## src/rtl/core/gbe_pkg.sv

```systemverilog
// ----------------------------------------------------------------------------
// gbe_pkg
// Shared types and constants for the gyro bias estimator: payload structs,
// register indexes, register reset values and lane status.
// ----------------------------------------------------------------------------
package gbe_pkg;

  localparam int unsigned NumAxes   = 3;
  localparam int unsigned SampleW   = 32;
  localparam int unsigned AccW      = 48;
  localparam int unsigned AccFracW  = 16;  // Q16.32 to Q16.16
  localparam int unsigned ThreshW   = 31;
  localparam int unsigned TimeoutW  = 16;
  localparam int unsigned CoefW     = 24;
  localparam int unsigned ProdShift = 8;   // Q16.40 to Q16.32
  localparam int unsigned CfgIdxW   = 2;
  localparam int unsigned CfgDataW  = 31;

  localparam logic [CfgIdxW-1:0] RegThreshold = 2'd0;
  localparam logic [CfgIdxW-1:0] RegTimeout   = 2'd1;
  localparam logic [CfgIdxW-1:0] RegCoef      = 2'd2;

  localparam logic [ThreshW-1:0]  ThresholdRst = 31'd196608;
  localparam logic [TimeoutW-1:0] TimeoutRst   = 16'd300;
  localparam logic [CoefW-1:0]    CoefRst      = 24'd21083;

  typedef struct packed {
    logic signed [SampleW-1:0] gyro_x;
    logic signed [SampleW-1:0] gyro_y;
    logic signed [SampleW-1:0] gyro_z;
  } in_t;

  typedef struct packed {
    logic signed [SampleW-1:0] corrected_x;
    logic signed [SampleW-1:0] corrected_y;
    logic signed [SampleW-1:0] corrected_z;
    logic signed [SampleW-1:0] offset_out_x;
    logic signed [SampleW-1:0] offset_out_y;
    logic signed [SampleW-1:0] offset_out_z;
    logic                      is_stationary;
    logic                      is_adapting;
  } out_t;

  typedef struct packed {
    logic still;
    logic adapt;
  } status_t;

endpackage

```

## src/rtl/core/gbe_merge.sv

```systemverilog
// ----------------------------------------------------------------------------
// gbe_merge
// Combines the per-lane threshold results, keeps the stationary counter and
// decides whether this beat adapts the offsets.
// ----------------------------------------------------------------------------
module gbe_merge (
  input  logic                                clk_i,
  input  logic                                rst_ni,
  input  logic                                take_i,
  input  logic [gbe_pkg::NumAxes-1:0]         within_i,
  input  logic [gbe_pkg::TimeoutW-1:0]        timeout_i,
  output gbe_pkg::status_t                    status_o
);

  logic [gbe_pkg::TimeoutW-1:0] still_cnt_q, still_cnt_d;
  logic                         below;

  assign below          = still_cnt_q < timeout_i;
  assign status_o.still = &within_i;
  assign status_o.adapt = status_o.still && !below;

  always_comb begin
    still_cnt_d = still_cnt_q;
    if (take_i) begin
      if (!status_o.still) begin
        still_cnt_d = '0;
      end else if (below) begin
        still_cnt_d = still_cnt_q + 1'b1;
      end
    end
  end

  always_ff @(posedge clk_i or negedge rst_ni) begin
    if (!rst_ni) begin
      still_cnt_q <= '0;
    end else begin
      still_cnt_q <= still_cnt_d;
    end
  end

endmodule

```

## config.mk

```make
export PLATFORM = sky130hd
export DESIGN_NAME = gbe_merge
export DESIGN_NICKNAME = d
export VERILOG_FILES = /design/src/rtl/core/gbe_pkg.sv /design/src/rtl/core/gbe_merge.sv
export SDC_FILE = /design/constraint.sdc
export NUM_CORES = 1
export LEC_CHECK = 0
export BUFFER_PORTS_ARGS = -buffer_cell sky130_fd_sc_hd__buf_4
export CAP_MARGIN = 20
export CORE_ASPECT_RATIO = 0.8
export CORE_UTILIZATION = 42
export CTS_CLUSTER_DIAMETER = 150
export DETAILED_ROUTE_END_ITERATION = 10
export PLACE_DENSITY = 0.62
export SYNTH_ARGS = -nofsm -noshare
export SYNTH_HDL_FRONTEND = slang
export SYNTH_SLANG_ARGS = --single-unit
```

## constraint.sdc

```tcl
create_clock -name clk_i -period 2.57 [get_ports clk_i]
set_input_delay 0.1285 -clock clk_i [delete_from_list [all_inputs] [get_ports clk_i]]
set_output_delay 0.1285 -clock clk_i [all_outputs]
set_load 0.1 [all_outputs]
```

==> metrics, run 1 <==
status=finished clean; FILL cells=282; ys async rst share=1.00; Mapped Area=1400 um^2; Rows=18; Synth area leader=dfrtp_1; Core Area=3130 um^2; wire per inst=15.5 um; Clock power frac=0.371; Psw=0.139 mW; Worst-Skew Late Latency=0.26 ns; Detail Placement HPWL=2710 um; Setup WS pre-CTS=-0.105 ns; post-route setup slack=0.0549 ns; fmax=398 MHz; CP Launch Type=register; Netlist cell types=36; area taken by flip-flops and latches=402 um^2; hold depth=2; share of layout cells above drive strength 1=0.284; Sw Ratio=0.259; biggest regs=still_cnt_q (16); Primary FF master, synth=dfrtp_1; share of the synthesized area in the top cell type=0.286; gr usage total=0.220; Die ar.=3570 um^2; Mapped Cells=169; Post-route DRC=0; diode count=0; initial antenna violation count=0; max incr delay on CP=0.44 ns; Clock Tree Buf Depth=2; worst vdd ir=0.179 mV; Seq pwr share=0.472; die width=66.6 um; Placer Congestion=0.905; Leakage=0.885 nW; Ys Warns=0; global route overflow=0; max FFs per register=16; final hold vios=0; top register by number of flip-flops=still_cnt_q; Internal=0.398 mW; io pins=24; Setup TNS=0 ns; Avg Inst Size Synth=8.28 um^2; Top delay family on crit path=simple AND/OR/NAND/NOR gates; Synth top cells by count=inv_1 (19), dfrtp_1 (16), ha_1 (16), nand2_1 (16), nand3_1 (15); Period minus WS final=2.52 ns; largest net degree at the start of global routing=22; multi-input logic area=960 um^2; synth top area cells=dfrtp_1 (29%), ha_1 (14%), o211ai_1 (5.9%), nand3_1 (5.4%), inv_1 (5.1%); Die Span Y=53.6 um; final net count=248; Worst path depth=7; area grow syn2layout=32.2%; HP Class=primary input to register; maxcap violations=0; Initial Utilization=0.447; CTS buffer count=3; global-route wire length before repair=5790 um; TritonCTS sink count=16; Worst setup EP type=primary output; final WL=3850 um; via count=1,419; worst path bufs/invs=1; Slew headroom=0.498; vias in the first global route=1,277; Reg2Reg Depth=8; setup violators final=0; Pre-Repair DR Iteration Count=5; H-tree Lvls=1; CP required=2.44 ns; First DRT Iteration DRCs=58; Root Driver=clkbuf_8; Worst-path clk slew=0.07 ns; Final period util=0.979; Synth Net Count=207; Routed Antenna Nets=0; Crit Path Max Fanout=7; synthesis-stage register bit count=16; Worst Tran Pin Value=0.745 ns; CTS tree=yes; critical path type=register to primary output; pwr dens=291 nW/um^2; Worst path slowest cell=dfrtp_2; share of power burned in combinational logic=0.157; Final Skew=0.00647 ns; data arrival time of the worst path=2.39 ns; sequential share of the synthesized area=0.286; most numerous cell in the Yosys netlist=inv_1; Port Buffers=23; Slew Limit Fails=0; Critical Path, Cell by Cell=ha_4 -> nand4_1 -> or3_4 -> a2111oi_4 -> nor3_4 -> nor2_4 -> buf_12; Via density=5.72; number of enable flip-flop cells after synthesis=0
-- per-stage QoR --
step / cells / power, mW / hold WS, ns / utilization / area (um^2)
floorplan: 169 / 0.298 / -0.167 / - / 1410
global placement: 240 / 0.337 / 0.00804 / 0.544 / 1700
detailed placement: 240 / 0.340 / 0.00765 / 0.544 / 1700
CTS: 244 / 0.538 / 0.222 / 0.564 / 1760
global route: 248 / 0.559 / 0.234 / 0.591 / 1850
finish: 248 / 0.538 / 0.231 / 0.591 / 1850
-- metal layers --
metal,global-route usage,vias to the layer above,routed length [um],part of all wire
met5,0,-,0,0
met4,0.0674,0,35,0.0091
met3,0.0297,5,264,0.069
met2,0.340,60,1760,0.46
met1,0.319,656,1790,0.47
li1,-,698,-,-
-- power by group through the flow --
| stage | sequential, mW | clock (mW) | combinational, mW |
|---|---|---|---|
| floorplan | 0.259 | 0 | 0.0390 |
| global placement | 0.258 | 0 | 0.0782 |
| detailed placement | 0.259 | 0 | 0.0816 |
| CTS | 0.254 | 0.201 | 0.0829 |
| global route | 0.254 | 0.212 | 0.0936 |
| finish | 0.254 | 0.200 | 0.0842 |
-- final cells by class --
type,count,area share
Inverter,20,0.0406
Sequential cell,16,0.217
Clock buffer,3,0.0223
Timing Repair Buffer,41,0.174
Tap cell,40,0.0270
Multi-Input combinational cell,128,0.519
-- cell usage in the layout (no fill, tap or decap), types with 6 or more instances in the layout --
| cell | instances |
|---|---|
| nand2b_1 | 7 |
| nand2_1 | 16 |
| buf_4 | 39 |
| dfrtp_1 | 15 |
| o211ai_1 | 11 |
| or4_1 | 7 |
| a21oi_1 | 7 |
| nor2_1 | 8 |
| nand3_1 | 15 |
| ha_1 | 15 |
| nand4_1 | 6 |
| inv_1 | 19 |
-- logic make-up (layout without fill, tap and decap cells) --
| kind of cell | after synthesis | count (layout) | share of synthesized area |
|---|---|---|---|
| fa+ha+maj | 16 | 16 | 0.143 |
| mux | 1 | 1 | 0.00804 |
| compound gates | 34 | 34 | 0.189 |
| buf+inv | 26 | 64 | 0.0760 |
| simple gates | 76 | 77 | 0.298 |
| flops | 16 | 16 | 0.286 |
-- what timing repair did --
| action | in CTS | in global routing |
|---|---|---|
| resized for setup | 2 | 9 |
| cloned | 0 | 1 |
| pin swaps | 0 | 4 |
| hold buffers | 1 | 0 |
| setup endpoints to repair | 7 | 4 |
| endpoints found under the hold margin | 16 | 0 |
| setup buffers | 0 | 3 |
-- worst paths after layout --
kind	from	end	slack (ns)
worst max register to register	still_cnt_q[15]	still_cnt_q[8]	0.06
worst max-delay path	still_cnt_q[15]	status_o[0]	0.05
worst min-delay path	take_i	still_cnt_q[7]	0.23
worst min register to register	still_cnt_q[15]	still_cnt_q[15]	0.55
max in group asynchronous	rst_ni	still_cnt_q[15]	2.09
min in group asynchronous	rst_ni	still_cnt_q[6]	0.27
(Power assumes the default switching activity.)
==> inputs of run 2 (changes only) <==
--- a/config.mk
+++ b/config.mk
@@ -5,7 +5,7 @@
 export SDC_FILE = /design/constraint.sdc
 export NUM_CORES = 1
 export LEC_CHECK = 0
-export BUFFER_PORTS_ARGS = -buffer_cell sky130_fd_sc_hd__buf_4
+export BUFFER_PORTS_ARGS = -buffer_cell sky130_fd_sc_hd__buf_2
 export CAP_MARGIN = 20
 export CORE_ASPECT_RATIO = 0.8
 export CORE_UTILIZATION = 42
==> metrics, run 2 (same netlist as run 1, synthesis figures left out) <==
status=finished clean (unchanged); vias in the first global route=1,357 (was 1,277); worst path bufs/invs=2 (was 1); Top delay family on crit path=simple AND/OR/NAND/NOR gates (unchanged); Slew headroom=0.661 (was 0.498); wire per inst=15.6 um (was 15.5 um); Slew Limit Fails=0 (unchanged); most frequent cells in the layout=buf_2 (22), inv_1 (19), nand2_1 (16) (was buf_4 (39), inv_1 (19), nand2_1 (16)); Routed Antenna Nets=0 (unchanged); post-route cell area=1750 um^2 (was 1850 um^2); Root Driver=clkbuf_8 (unchanged); data arrival time of the worst path=2.40 ns (was 2.39 ns); biggest regs=still_cnt_q (16) (unchanged); placed instance area=1630 um^2 (was 1700 um^2); Initial Utilization=0.447 (unchanged); Port Buffers=23 (unchanged); H-tree Lvls=1 (unchanged); largest net degree at the start of global routing=22 (unchanged); Via density=5.87 (was 5.72); Leakage=0.844 nW (was 0.885 nW); die width=66.6 um (unchanged); initial antenna violation count=0 (unchanged); global route overflow=0 (unchanged); area taken by flip-flops and latches=402 um^2 (unchanged); Post-route DRC=0 (unchanged); pwr dens=301 nW/um^2 (was 291 nW/um^2); CTS buffer count=3 (unchanged); Clock Tree Buf Depth=2 (unchanged); CTS tree=yes (unchanged); fmax=396 MHz (was 398 MHz); Crit Path Max Fanout=6 (was 7); maxcap violations=0 (unchanged); Setup TNS=0 ns (unchanged); commonest non-fill, non-tap cell in the layout=buf_2 (was buf_4); area grow syn2layout=25.1% (was 32.2%); max incr delay on CP=0.42 ns (was 0.44 ns); critical path type=register to primary output (unchanged); placed cell count=236 (was 240); max FFs per register=16 (unchanged); fin cells=243 (was 248); final hold vios=0 (unchanged); Die Span Y=53.6 um (unchanged); Placer Congestion=0.842 (was 0.905); io pins=24 (unchanged); Final period util=0.983 (was 0.979); setup violators final=0 (unchanged); top register by number of flip-flops=still_cnt_q (unchanged); TritonCTS sink count=16 (unchanged); diode count=0 (unchanged); final net count=243 (was 248); gr usage total=0.229 (was 0.220); final core occ=0.560 (was 0.591); share of layout cells above drive strength 1=0.261 (was 0.284); multi-input logic area=942 um^2 (was 960 um^2); Core Area=3130 um^2 (unchanged); Worst-path clk slew=0.07 ns (about the same); CP required=2.44 ns (about the same); FILL cells=293 (was 282); Worst path slowest cell=dfrtp_1 (was dfrtp_2); global-route wire length before repair=6010 um (was 5790 um); met1 GRT Util=0.303 (was 0.319); Period minus WS final=2.53 ns (was 2.52 ns); Worst Tran Pin Value=0.507 ns (was 0.745 ns); Rows=18 (unchanged); First DRT Iteration DRCs=74 (was 58); CP Launch Type=register (unchanged); Detail Placement HPWL=2720 um (was 2710 um); busiest grt layer=met2 (unchanged); GR Util met2=0.369 (was 0.340); Die ar.=3570 um^2 (unchanged); Final Skew=0.00396 ns (was 0.00647 ns); final WL=3780 um (was 3850 um); worst vdd ir=0.153 mV (was 0.179 mV); Pwr Total=0.527 mW (was 0.538 mW); Worst-Skew Late Latency=0.26 ns (about the same); Pre-Repair DR Iteration Count=4 (was 5); Critical Path, Cell by Cell=ha_4 -> nand4_1 -> or3_4 -> a2111oi_4 -> nor3_4 -> buf_6 -> nor2_4 -> buf_12 (was ha_4 -> nand4_1 -> or3_4 -> a2111oi_4 -> nor3_4 -> nor2_4 -> buf_12); HP Class=primary input to register (unchanged); via count=1,426 (was 1,419); Worst setup EP type=primary output (unchanged); RSZ-0062 raised after global routing=yes; M3 GR Usage=0.0381 (was 0.0297)
## run 2: changes by cell type in the layout (fill, tap and decap cells not counted)
| cell | before | now |
|---|---|---|
| o22ai_2 | 1 | 0 |
| buf_4 | 39 | 12 |
| or3_4 | 3 | 2 |
| o22ai_1 | 1 | 2 |
| buf_6 | 0 | 1 |
| buf_2 | 0 | 22 |
## run 2: where the power goes
group / switching (mW) / total, mW / internal (mW)
registers: 0.00169 / 0.255 / 0.253
logic: 0.0431 / 0.0739 / 0.0308
clock network: 0.0939 / 0.198 / 0.104
total: 0.139 / 0.527 / 0.388
## run 2: through the flow
stage	hold slack [ns]	setup slack [ns]
after floorplan	-0.167	0.254
after global placement	0.0744	0.171
after detailed placement	0.0786	0.0743
after CTS	0.323	0.0143
after global routing	0.369	-0.0313
final	0.322	0.0436
## run 2: layer usage
metal  vias up  share of wire
li1        685              -
met1       678           0.47
met2        56           0.46
met3         7          0.060
met4         0          0.015
met5         -              0
## run 2: layout make-up
cell class	instances	share of cell area
inverter	20	0.0429
sequential	16	0.229
timing repair buffer	37	0.138
tap	40	0.0286
clock buffer	3	0.0236
multi-input combinational	127	0.538
## run 2: worst paths after layout
path / start / end / slack, ns / cells past startpoint
worst min-delay path: take_i / still_cnt_q[7] / 0.32 / 2
worst max-delay path: still_cnt_q[15] / status_o[0] / 0.04 / 8
min in group asynchronous: rst_ni / still_cnt_q[14] / 0.36 / 2
max in group asynchronous: rst_ni / still_cnt_q[11] / 1.91 / 2
worst max register to register: still_cnt_q[15] / still_cnt_q[6] / 0.09 / 7
worst min register to register: still_cnt_q[15] / still_cnt_q[15] / 0.55 / 1
## run 2: what timing repair did
action                     in CTS  in global routing
hold endpoints to repair       16                  0
hold buffers                    1                  0
buffers inserted                0                  3
setup endpoints to repair       1                  1
gates resized for setup         2                  5
pin swaps                       0                  5
